**config.mk**
```make
export PLATFORM = sky130hd
export DESIGN_NAME = prrf_ctrl
export DESIGN_NICKNAME = d
export VERILOG_FILES = /design/src/sv/prrf_pkg.sv /design/src/sv/prrf_ctrl.sv
export SDC_FILE = /design/constraint.sdc
export NUM_CORES = 1
export LEC_CHECK = 0
export BUFFER_PORTS_ARGS = -buffer_cell sky130_fd_sc_hd__buf_2
export CAP_MARGIN = 20
export CORE_ASPECT_RATIO = 1.1
export CORE_MARGIN = 2
export CORE_UTILIZATION = 57
export DETAILED_ROUTE_END_ITERATION = 8
export PLACE_DENSITY = 0.91
export SETUP_SLACK_MARGIN = 0.05
export SLEW_MARGIN = 10
export SYNTH_ARGS = -nofsm -noshare
export SYNTH_HDL_FRONTEND = slang
export SYNTH_SLANG_ARGS = --single-unit
```
**constraint.sdc**
```tcl
create_clock -name clk -period 5.75 [get_ports clk]
set_input_delay 0.575 -clock clk [delete_from_list [all_inputs] [get_ports clk]]
set_output_delay 0.575 -clock clk [all_outputs]
set_load 0.02 [all_outputs]
```
**src/sv/prrf_pkg.sv**
```systemverilog
`timescale 1ns / 1ps
package prrf_pkg;

	localparam int DEPTH_DEF      = 256;
	localparam int ENTRY_BITS_DEF = 32;

	// reserve register and drop counter have fixed widths
	localparam int RES_W   = 9;
	localparam logic [RES_W-1:0] RES_RESET = 9'd32;
	localparam int DROP_W  = 32;

	// apb port
	localparam int APB_DW  = 32;
	localparam int APB_AW  = 3;
	localparam int REG_IDX_W = APB_AW - 2;
	localparam logic [REG_IDX_W-1:0] REG_PRIORITY_RESERVE = 1'b0;

	localparam logic ACT_PUSH = 1'b0;
	localparam logic ACT_POP  = 1'b1;

	typedef struct packed {
		logic done;
		logic pop_ok;
	} res_flags_t;

endpackage

```
**src/sv/prrf_ctrl.sv**
```systemverilog
`timescale 1ns / 1ps
module prrf_ctrl #(
	parameter int DEPTH      = prrf_pkg::DEPTH_DEF,
	parameter int ENTRY_BITS = prrf_pkg::ENTRY_BITS_DEF,
	localparam int PTR_W = $clog2(DEPTH),
	localparam int CNT_W = $clog2(DEPTH + 1)
) (
	input  logic                        clk,
	input  logic                        arst_n,
	input  logic                        accept,
	input  logic                        advance,
	input  logic                        action,
	input  logic                        is_priority,
	input  logic [ENTRY_BITS-1:0]       entry_data,
	input  logic [prrf_pkg::RES_W-1:0]  reserve,
	output logic                        ram_we,
	output logic [PTR_W-1:0]            ram_waddr,
	output logic [ENTRY_BITS-1:0]       ram_wdata,
	output logic                        ram_re,
	output logic [PTR_W-1:0]            ram_raddr,
	output logic                        valid_s1,
	output prrf_pkg::res_flags_t        flags_s1,
	output logic [CNT_W-1:0]            fill_s1,
	output logic [CNT_W-1:0]            peak_s1,
	output logic [prrf_pkg::DROP_W-1:0] drop_s1
);

	localparam int SUM_W = ((CNT_W > prrf_pkg::RES_W) ? CNT_W : prrf_pkg::RES_W) + 1;
	localparam logic [PTR_W-1:0] PTR_LAST = PTR_W'(DEPTH - 1);

	logic [PTR_W-1:0]            wr_ptr_q, rd_ptr_q;
	logic [CNT_W-1:0]            occ_q, peak_q;
	logic [prrf_pkg::DROP_W-1:0] drop_q;

	logic [SUM_W-1:0] occ_plus_res;
	logic             full;
	logic             push_ok, pop_ok, push_drop;
	logic [CNT_W-1:0] occ_next, peak_next;
	logic [prrf_pkg::DROP_W-1:0] drop_next;

	always_comb begin
		occ_plus_res = SUM_W'(occ_q) + SUM_W'(reserve);
		if (is_priority) begin
			full = (occ_q >= CNT_W'(DEPTH));
		end else begin
			full = (occ_plus_res >= SUM_W'(DEPTH));
		end
		push_ok   = accept && (action == prrf_pkg::ACT_PUSH) && !full;
		push_drop = accept && (action == prrf_pkg::ACT_PUSH) && full;
		pop_ok    = accept && (action == prrf_pkg::ACT_POP) && (occ_q != '0);

		occ_next = occ_q;
		if (push_ok) begin
			occ_next = occ_q + 1'b1;
		end else if (pop_ok) begin
			occ_next = occ_q - 1'b1;
		end
		peak_next = (occ_next > peak_q) ? occ_next : peak_q;
		drop_next = push_drop ? drop_q + 1'b1 : drop_q;
	end

	assign ram_we    = push_ok;
	assign ram_waddr = wr_ptr_q;
	assign ram_wdata = entry_data;
	assign ram_re    = pop_ok;
	assign ram_raddr = rd_ptr_q;

	always_ff @(posedge clk or negedge arst_n) begin
		if (!arst_n) begin
			wr_ptr_q <= '0;
			rd_ptr_q <= '0;
			occ_q    <= '0;
			peak_q   <= '0;
			drop_q   <= '0;
			valid_s1 <= 1'b0;
		end else begin
			if (push_ok) begin
				wr_ptr_q <= (wr_ptr_q == PTR_LAST) ? '0 : wr_ptr_q + 1'b1;
			end
			if (pop_ok) begin
				rd_ptr_q <= (rd_ptr_q == PTR_LAST) ? '0 : rd_ptr_q + 1'b1;
			end
			occ_q  <= occ_next;
			peak_q <= peak_next;
			drop_q <= drop_next;
			if (accept) begin
				valid_s1 <= 1'b1;
			end else if (advance) begin
				valid_s1 <= 1'b0;
			end
		end
	end

	// result fields of the request now waiting on the ram read
	always_ff @(posedge clk) begin
		if (accept) begin
			flags_s1.done   <= push_ok || pop_ok;
			flags_s1.pop_ok <= pop_ok;
			fill_s1         <= occ_next;
			peak_s1         <= peak_next;
			drop_s1         <= drop_next;
		end
	end

endmodule
```
# Word-level counts from Yosys, hierarchy flattened
# Index checks and enable logic that the tools add are counted.
totals:
  input_bits: 47
  output_inout_bits: 103
  regBits: 119
  wordCells: 41
op_classes:
  n_addsub: 6
  muxes: 9
  order_cmp: 3
  n_reduce_logical: 9
  bitwise: 1
  eq_ne: 2
op_table:
  columns: ["cell", "n"]
  rows:
  - ["adder 32 x 1 -> 32 bit, second input constant", 1]
  - ["two-way mux 32 bit", 1]
  - ["two-way mux 9 bit", 3]
  - ["adder 8 x 1 -> 8 bit, second input constant", 2]
  - ["== test 8 bit, second input constant", 2]
  - ["two-way mux 8 bit", 2]
  - ["adder 9 x 9 -> 10 bit", 1]
  - [">= comparator 10 x 9 -> 1 bit, second input constant", 1]
  - ["adder 9 x 1 -> 9 bit, second input constant", 1]
  - [">= comparator 9 bit, second input constant", 1]
  - ["greater-than comparator 9 bit", 1]
  - ["nonzero test 9 bit", 1]
  - ["subtractor 9 x 1 -> 9 bit, second input constant", 1]
  - ["logical AND 1 bit", 5]
  - ["two-way mux 1 bit", 3]
  - ["nonzero test 2 bit", 1]
  - ["zero test 1 bit", 1]
  - ["logical OR 1 bit", 1]
  - ["NOT 1 bit", 1]

# Logic depth before layout (Yosys ltp)
# Gate-level depths: netlist of the first run.
depth:
  word_depth: 8
  ltp_mapped: 17
  ltp_nobuf: 15

# Least setup slack after synthesis of the first run
# No wires, ideal clock.
synth_timing:
  path_type: "input port to flip-flop"
  startpoint: "in reserve[5] in the netlist's numbering"
  endpoint: "reg peak_s1[4], data pin"
  slack_ps: 1710
  path_stages: 15
  path_buffers: 2
  t_required_ps: 5480
  setup_time_ps: 270
  t_arrival_ps: 3770
  path_cell_list: "ha_1 > a211oi_1 > o21bai_1 > a211o_1 > buf_2 > a2111oi_0 > o21a_1 > nor2_1 > ha_1 > a21o_1 > a211o_1 > o221ai_1 > a21o_1 > clkbuf_1 > o31ai_1"
synth_via:
  elab_chain_len: 8
synth_lines:
  columns: ["element", "line_no", "source"]
  rows:
  - ["start, declared", "prrf_ctrl.sv:15", "input logic [prrf_pkg::RES_W-1:0] reserve,"]
  - ["adder 9 x 9 -> 10 bit *", "prrf_ctrl.sv:42", "occ_plus_res = SUM_W'(occ_q) + SUM_W'(reserve);"]
  - [">= comparator 10 x 9 -> 1 bit *", "prrf_ctrl.sv:46", "full = (occ_plus_res >= SUM_W'(DEPTH));"]
  - ["two-way mux 1 bit *", "prrf_ctrl.sv:43", "if (is_priority) begin"]
  - ["zero test 1 bit *", "prrf_ctrl.sv:48", "push_ok = accept && (action == prrf_pkg::ACT_PUSH) && !full;"]
  - ["logical AND 1 bit *", "prrf_ctrl.sv:48", null]
  - ["two-way mux 9 bit *", "prrf_ctrl.sv:53", "if (push_ok) begin"]
  - ["net occ_next[4]", "prrf_ctrl.sv:38", "logic [CNT_W-1:0] occ_next, peak_next;"]
  - ["greater-than comparator 9 bit", "prrf_ctrl.sv:58", "peak_next = (occ_next > peak_q) ? occ_next : peak_q;"]
  - ["two-way mux 9 bit *", "prrf_ctrl.sv:58", null]
  - ["net peak_next[4]", "prrf_ctrl.sv:38", null]
  - ["end signal, assigned", "prrf_ctrl.sv:100", "peak_s1 <= peak_next;"]
  - ["end, declared", "prrf_ctrl.sv:24", "output logic [CNT_W-1:0] peak_s1,"]
# The timed path passes the listed nets; every way through them passes the cells marked *.
# A chain may end at the register's enable or synchronous reset.

# Final worst setup path of the first run
layout_timing:
  startpoint: "reg occ_q[5]"
  endpoint: "reg peak_s1[2], data pin"
layout_via:
  elab_chain_len: 8
  word_cells_on_any_way: 14
  classes_between: "add/sub (3); order compare (3); mux (4); reduce/logical (4)"
layout_lines:
  columns: ["element", "line_no", "source"]
  rows:
  - ["start, declared", "prrf_ctrl.sv:32", "logic [CNT_W-1:0] occ_q, peak_q;"]
  - ["start signal, assigned", "prrf_ctrl.sv:83", "occ_q <= occ_next;"]
  - ["adder 9 x 9 -> 10 bit", "prrf_ctrl.sv:42", null]
  - [">= comparator 10 x 9 -> 1 bit", "prrf_ctrl.sv:46", null]
  - ["two-way mux 1 bit", "prrf_ctrl.sv:43", null]
  - ["zero test 1 bit", "prrf_ctrl.sv:48", null]
  - ["logical AND 1 bit", "prrf_ctrl.sv:48", null]
  - ["two-way mux 9 bit *", "prrf_ctrl.sv:53", null]
  - ["net occ_next[4]", "prrf_ctrl.sv:38", null]
  - ["greater-than comparator 9 bit *", "prrf_ctrl.sv:58", null]
  - ["two-way mux 9 bit *", "prrf_ctrl.sv:58", null]
  - ["net peak_next[2]", "prrf_ctrl.sv:38", null]
# Marks and branches as above.

==> results.py, run 1 <==
metrics = {
    "detailed_routing": {
        "drc": 0,
        "via_per_inst": 5.99,
        "dr.pass1.iters": 7,
        "wirelength_mm": 12.1,
        "num_vias": 4076,
        "drt_iter0_drc": 228,
        "antenna_left": 0,
        "wl_per_cell_um": 17.8,
    },
    "power_and_ir_drop": {
        "switching_share": 0.369,
        "seqPwrFrac": 0.388,
        "p_comb_frac": 0.314,
        "power_density_nw_per_um2": 511,
        "clockPowerShare": 0.298,
        "switching_power_uw": 1240,
        "leakagePower_uw": 0.00302,
        "power_uw": 3350,
        "vdd_drop_max_uv": 300,
        "internal_power_uw": 2120,
    },
    "sta": {
        "worstMarginPinSlew_ns": 0.841,
        "finalHoldViolations": 0,
        "rsz0062_at_grt": "false",
        "min_period_over_period": 0.791,
        "fin_ws_ns": 1.20,
        "setup_viol": 0,
        "setup_tns_ns": 0,
        "max_freq_ghz": 0.220,
        "relSlewSlack": 0.439,
        "period_needed_ns": 4.55,
        "report.final.slew_viol_count": 0,
        "fin_worst_skew_ns": 0.0110,
    },
    "finish": {
        "drive_above_1_share": 0.238,
        "final_nets": 617,
        "instances_no_fill": 680,
        "fill_cells": 711,
        "area_growth_pct": 14.9,
        "antenna_cells": 0,
        "final_area_um2": 6570,
    },
    "cts": {
        "clkSlewWorstSetupHoldPaths_ns": 0.06,
        "tritoncts": "yes",
        "cts-resized-gates": 0,
        "cts.sinks": 119,
        "hold_buffers": 0,
        "post_cts_buffers": 0,
        "cts-root-buf": "clkbuf_8",
        "clockBufferDepth": 2,
        "clk_latency_ns": 0.52,
        "htreeDepth": 4,
        "cts_buffers": 17,
    },
    "placement": {
        "dpl_cell_area_um2": 6000,
        "io_buffers": 85,
        "dpl.hpwl_mm": 8.04,
        "pre_cts_ws_ns": 1.12,
        "place.gp.congestion": 0.880,
        "placed_cells": 648,
    },
    "logic_synthesis": {
        "syn_area_um2": 5720,
        "async_flop_share": 0.563,
        "syn_nets": 559,
        "postSynthAreaPerCell_um2": 11.7,
        "synth_edf_count": 52,
        "ys_seq_area_frac": 0.566,
        "ys_ff_latch": 119,
        "synth_ff_type": "dfrtp_1",
        "yosysWarnings": 0,
        "synth_cell_types": 57,
        "netlist_instances": 489,
    },
    "grt": {
        "grt_antenna_before_repair": 0,
        "grt_max_degree": 68,
        "grt_pass1_vias": 4026,
        "grt_pass1_wl_mm": 19.3,
        "grt-ovfl-total": 0,
        "grt_use_total": 0.230,
    },
    "worst_setup_path": {
        "required_ns": 5.98,
        "slowest_delay_ns": 0.63,
        "end_kind": "register",
        "crit_fanout": 14,
        "worst_path_max_delay_cell": "a2111oi_0",
        "crit_buf_inv": 0,
        "cp_cell_sequence": "ha_1, a211oi_1, o21bai_1, a211o_1, a2111oi_0, nor3_1, nor2_1, ha_1, a21o_1, a211o_1, o221ai_1, a21o_1, or4_1, o221ai_1",
        "crit_type": "reg -> reg",
        "crit_family": "compound AO/OA/AOI/OAI gates",
        "start_kind": "register",
        "cp.arrival_ns": 4.78,
    },
    "floorplan": {
        "row_count": 38,
        "core-area_um2": 9790,
        "pin_count": 150,
        "die_x_um": 99.5,
        "fp.dieH_um": 109,
        "start_util": 0.584,
        "dieArea_um2": 10900,
    },
    "min_path": {
        "min_path_type": "in -> async",
    },
    "job": {
        "maxCapViolCount": 0,
    },
    "run_status": {
        "outcome": "completed",
    },
}
==> layer usage <==
metal / global-route usage / share of wire
met5: 0 / 0
met2: 0.375 / 0.50
met1: 0.283 / 0.42
met3: 0.0622 / 0.062
met4: 0.121 / 0.024
==> cell usage after synthesis, types with 12 or more instances <==
master	n	area [um^2]
edfxtp_1	52	1560
xor2_1	31	272
o21ai_0	12	60.1
nor2_1	19	71.3
buf_4	32	240
dfrtp_1	67	1680
ha_1	23	288
and3_1	12	75.1
nor3_1	30	150
nand3_1	23	115
nand2_1	35	131
inv_1	14	52.6
==> logic make-up after synthesis <==
| family | after synthesis | share of synthesized area |
|---|---|---|
| xor gates and xnor gates | 40 | 0.0613 |
| and+or+nand+nor | 162 | 0.149 |
| buffers and inverters | 64 | 0.0669 |
| DFF | 119 | 0.566 |
| adders and majority gates | 23 | 0.0503 |
| muxes | 4 | 0.00766 |
| AOI/OAI and AO/OA | 77 | 0.0989 |
==> placed cells by master (no fill, tap or decap), types with 3 or more instances in the layout <==
master and instances:
o21a_1 5, a211o_1 4, nor4_1 6, and4_1 4, o32ai_1 3, clkbuf_16 17, a211oi_1 9, and3_1 12
dfrtp_1 67, clkinv_4 5, o211ai_1 4, buf_4 4, nand3_1 23, ha_1 23, a21oi_1 9, nor2_1 19
mux2_2 3, edfxtp_1 52, inv_1 14, nand2_1 35, nand4_1 11, nor4b_1 3, xnor2_1 9, o21ai_0 12
a21o_1 5, o31ai_1 5, nor3_1 30, and2_1 4, buf_2 85, or3_1 3, xor2_1 31
==> per-stage QoR <==
step	hold slack (ns)	util
floorplan	0.279	-
global placement	0.460	0.612
detailed placement	0.462	0.612
CTS	0.264	0.671
global route	0.327	0.671
finish	0.244	0.671
==> final cells by class <==
class | instances | area (um^2) | share of cell area
sequential | 119 | 3240 | 0.493
clock buffer | 20 | 457 | 0.0695
multi-input combinational | 306 | 2100 | 0.320
tap | 120 | 150 | 0.0228
timing repair buffer | 89 | 455 | 0.0693
inverter | 14 | 52.6 | 0.00800
clock inverter | 12 | 116 | 0.0177
==> path summary, 6_finish.rpt <==
| kind | cells past startpoint | start | endpoint | slack (ns) |
|---|---|---|---|---|
| max reg2reg | 14 | occ_q[5]$_DFF_PN0_ | peak_s1[2]$_DFFE_PP_ | 1.20 |
| min in group clk | 3 | advance | valid_s1$_DFFE_PN0P_ | 0.32 |
| max in group asynchronous | 2 | arst_n | ram_waddr[5]$_DFFE_PN0N_ | 4.95 |
| max | 14 | occ_q[5]$_DFF_PN0_ | peak_s1[2]$_DFFE_PP_ | 1.20 |
| min reg2reg | 1 | drop_q[31]$_DFF_PN0_ | drop_q[31]$_DFF_PN0_ | 0.47 |
| min | 2 | arst_n | drop_q[15]$_DFF_PN0_ | 0.24 |
==> registers in the layout (all words and copies together), names as in the netlist <==
name and count:
drop_s1 32, peak_q 9, fill_s1 9, peak_s1 9, occ_q 9, flags_s1 2, ram_waddr 8, ram_raddr 8
valid_s1 1, drop_q 32
==> power groups by stage <==
stage / Combinational [uW] / Sequential, uW / Clock (uW)
after global routing: 1170 / 1320 / 1050
after floorplan: 678 / 1390 / 0
final: 1050 / 1300 / 998
after CTS: 1050 / 1300 / 1010
after global placement: 996 / 1310 / 0
after detailed placement: 1050 / 1310 / 0
Note: power is estimated with default switching activity, not from simulation.
==> inputs of run 2 (changes only) <==
--- a/config.mk
+++ b/config.mk
@@ -5,13 +5,14 @@
 export SDC_FILE = /design/constraint.sdc
 export NUM_CORES = 1
 export LEC_CHECK = 0
+export ABC_AREA = 1
 export BUFFER_PORTS_ARGS = -buffer_cell sky130_fd_sc_hd__buf_2
 export CAP_MARGIN = 20
 export CORE_ASPECT_RATIO = 1.1
 export CORE_MARGIN = 2
-export CORE_UTILIZATION = 57
+export CORE_UTILIZATION = 49
 export DETAILED_ROUTE_END_ITERATION = 8
-export PLACE_DENSITY = 0.91
+export PLACE_DENSITY = 0.83
 export SETUP_SLACK_MARGIN = 0.05
 export SLEW_MARGIN = 10
 export SYNTH_ARGS = -nofsm -noshare
==> constraint.sdc (replaced) <==
create_clock -name clk -period 3.8 [get_ports clk]
set_input_delay 0.38 -clock clk [delete_from_list [all_inputs] [get_ports clk]]
set_output_delay 0.38 -clock clk [all_outputs]
set_load 0.02 [all_outputs]
==> run 2 against run 1 <==
Net effect:
- core utilization down 9.5 points
- maximum frequency up 30%
- clock power up 58%
- non-clock buffer count up 3
- combinational power up 79%
- setup slack worse by 0.91 ns
- synthesized cell count up 41%
- total power up 64%
- flip-flop and latch count unchanged
- clock skew down 0.0046 ns
- via count up 19%
- critical path type unchanged
==> results.py, run 2 <==
metrics = {
    "worst_setup_path": {
        "r2r_start": "occ_q[5]$_DFF_PN0_",
        "required_ns": 3.97,
        "cp_cell_sequence": "ha_1, nand2_1, nor2_1, nand2_1, nor2_1, nor2_1, nand3_1, nand2_4, nand3_4, nand2_1, and2_1, ha_1, nand2_1, or4_1, nand2_1, inv_2, nand3_1, nand2_1",
        "crit_fanout": 11,
        "slowest_delay_ns": 0.51,
        "start_kind": "register",
        "crit_type": "reg -> reg",
        "crit_buf_inv": 1,
        "worst_path_max_delay_cell": "or4_1",
        "timing.rr.end": "peak_s1[6]$_DFFE_PP_",
        "end_kind": "register",
        "rr_worst_depth": 18,
        "crit_family": "simple AND/OR/NAND/NOR gates",
        "worst_path_most_repeated_cell": "nand2_1",
        "cp.arrival_ns": 3.67,
        "rrSetupSlack_ns": 0.30,
    },
    "finish": {
        "layout_commonest_cell": "nand2_1",
        "final_nets": 823,
        "drive_above_1_share": 0.180,
        "reg.largest.list": "drop_q x32, drop_s1 x32",
        "layout_common_cells": "198 x nand2_1, 85 x buf_2, 66 x dfrtp_1, 53 x nand3_1, 52 x edfxtp_1",
        "antenna_cells": 0,
        "fin_util": 0.576,
        "area_growth_pct": 15.0,
    },
    "logic_synthesis": {
        "yosysWarnings": 0,
        "synth.top_cells.by_count": "198 x nand2_1, 67 x dfrtp_1, 53 x nand3_1",
        "ys_seq_area_frac": 0.514,
        "postSynthAreaPerCell_um2": 9.16,
        "syn_area_um2": 6300,
        "synth-simple-area-share": 0.258,
        "async_flop_share": 0.563,
        "synth.area.top_cells": "dfrtp_1 27%, edfxtp_1 25%, nand2_1 12%",
        "synth_cell_types": 39,
        "synth_area_leader_cell": "dfrtp_1",
        "synth_edf_count": 52,
        "synth_compound_area_frac": 0.0332,
        "ys_ff_latch": 119,
        "synth.most_common_cell": "nand2_1",
        "synth_adder_area_share": 0.0457,
        "muxShareOfSynthArea": 0,
        "netlist_instances": 688,
        "synth_ff_type": "dfrtp_1",
        "synth_top_area_frac": 0.266,
        "syn_nets": 758,
        "synthXorXnorAreaFrac": 0.0681,
        "synth_top_family_by_area": "simple AND/OR/NAND/NOR gates",
    },
    "detailed_routing": {
        "via_per_inst": 5.27,
        "drt_iter0_drc": 257,
        "antenna_left": 0,
        "num_vias": 4860,
        "wirelength_mm": 14.0,
        "drc": 0,
        "dr.pass1.iters": 4,
        "wl_per_cell_um": 15.2,
    },
    "floorplan": {
        "dieArea_um2": 13800,
        "start_util": 0.501,
        "die_x_um": 112,
        "core-area_um2": 12600,
        "pin_count": 150,
        "fp.dieH_um": 123,
        "row_count": 43,
    },
    "grt": {
        "grt_use_total": 0.216,
        "grt_pass1_wl_mm": 23.0,
        "grt_pass1_vias": 4852,
        "busiest_layer": "met2",
        "grt_use_met2": 0.372,
        "grt_max_degree": 39,
        "grt_antenna_before_repair": 0,
        "use_met1": 0.252,
        "grt_use_met3": 0.0613,
        "grt-ovfl-total": 0,
    },
    "power_and_ir_drop": {
        "power_density_nw_per_um2": 759,
        "vdd_drop_max_uv": 422,
        "switching_share": 0.378,
        "clockPowerShare": 0.288,
        "p_comb_frac": 0.342,
        "seqPwrFrac": 0.370,
        "internal_power_uw": 3420,
        "switching_power_uw": 2080,
        "leakagePower_uw": 0.00335,
    },
    "sta": {
        "setup_viol": 0,
        "max_freq_ghz": 0.285,
        "finalHoldViolations": 0,
        "report.final.slew_viol_count": 0,
        "relSlewSlack": 0.380,
        "period_needed_ns": 3.50,
        "min_period_over_period": 0.922,
        "rsz0062_at_grt": "false",
        "worstMarginPinSlew_ns": 0.930,
        "fin_worst_skew_ns": 0.00638,
        "setup_tns_ns": 0,
    },
    "placement": {
        "io_buffers": 85,
        "place.gp.congestion": 0.951,
        "dpl.hpwl_mm": 9.81,
    },
    "cts": {
        "tritoncts": "yes",
        "clockBufferDepth": 2,
        "hold_buffers": 0,
        "htreeDepth": 4,
        "cts-root-buf": "clkbuf_16",
        "post_cts_buffers": 0,
        "cts.sinks": 119,
        "cts_buffers": 17,
        "clkSlewWorstSetupHoldPaths_ns": 0.06,
        "clk_latency_ns": 0.42,
        "cts-resized-gates": 0,
    },
    "job": {
        "maxCapViolCount": 0,
    },
    "run_status": {
        "outcome": "completed",
    },
    "min_path": {
        "min_path_type": "in -> async",
    },
}
==> run 2: changes by cell type in the layout (fill, tap and decap cells not counted), sizes merged, moves of 5 or more <==
cell / delta
nand2: +167
nor3: -18
nand3: +33
nor2: +27
a211oi: -9
nand4: +12
inv: +36
xnor2: +10
o31ai: -5
o21ai: +10
and3: -12
==> run 2: final cells by class <==
cell class | instances | area [um^2]
multi-input combinational | 472 | 2560
clock inverter | 14 | 158
sequential | 119 | 3240
tap | 157 | 196
fill | 1153 | 5340
inverter | 51 | 191
timing repair buffer | 92 | 478
clock buffer | 18 | 429
==> run 2: how the worst max path moves through the flow <==
stage | endpoint | startpoint | cells after the start | slack [ns]
floorplan | peak_s1[2]$_DFFE_PP_ | occ_q[7]$_DFF_PN0_ | 18 | 0.49
global placement | peak_s1[6]$_DFFE_PP_ | occ_q[7]$_DFF_PN0_ | 18 | 0.33
detailed placement | peak_s1[2]$_DFFE_PP_ | occ_q[7]$_DFF_PN0_ | 18 | 0.28
CTS | peak_s1[6]$_DFFE_PP_ | occ_q[7]$_DFF_PN0_ | 18 | 0.24
global route | peak_s1[8]$_DFFE_PP_ | occ_q[8]$_DFF_PN0_ | 18 | 0.06
finish | peak_s1[6]$_DFFE_PP_ | occ_q[5]$_DFF_PN0_ | 18 | 0.30
==> run 2: power groups by stage <==
stage / registers [uW] / clock network (uW) / logic, uW
2_1_floorplan: 2210 / 0 / 1170
3_3_place_gp: 2050 / 0 / 1810
3_5_place_dp: 2040 / 0 / 1870
4_1_cts: 2030 / 1610 / 1880
5_1_grt: 2070 / 1670 / 2130
6_report: 2040 / 1580 / 1880
==> run 2: cell families (layout without fill, tap and decap cells) <==
| group | count (synthesis) | count (layout) |
|---|---|---|
| xor gates and xnor gates | 49 | 49 |
| AOI/OAI and AO/OA | 38 | 38 |
| and+or+nand+nor | 362 | 362 |
| DFF | 119 | 119 |
| buffers and inverters | 97 | 175 |
| adders and majority gates | 23 | 23 |
==> run 2: routing by layer <==
metal,vias to the layer above,part of all wire
met5,-,0
met4,0,0.019
met3,26,0.049
met2,125,0.52
met1,2319,0.42
li1,2390,-
==> run 2: worst register-to-register path, cell delays in order, from the launching register on <==
cell,delay (ns)
dfrtp_1,0.48
ha_1,0.35
nand2_1,0.08
nor2_1,0.15
nand2_1,0.06
nor2_1,0.09
nor2_1,0.05
nand3_1,0.12
nand2_4,0.13
nand3_4,0.15
nand2_1,0.10
and2_1,0.18
ha_1,0.30
nand2_1,0.09
or4_1,0.51
nand2_1,0.11
inv_2,0.10
nand3_1,0.10
nand2_1,0.08
==> run 2: stage by stage <==
stage	worst slack (ns)	total power, uW	instance area [um^2]	instances	hold WS (ns)
final	0.295	5500	7250	923	0.0973
after global routing	0.0573	5870	7250	923	0.141
after CTS	0.244	5530	7240	923	0.118
after detailed placement	0.276	3910	6660	891	0.493
after global placement	0.331	3860	6660	891	0.484
after floorplan	0.486	3380	6300	688	0.0844
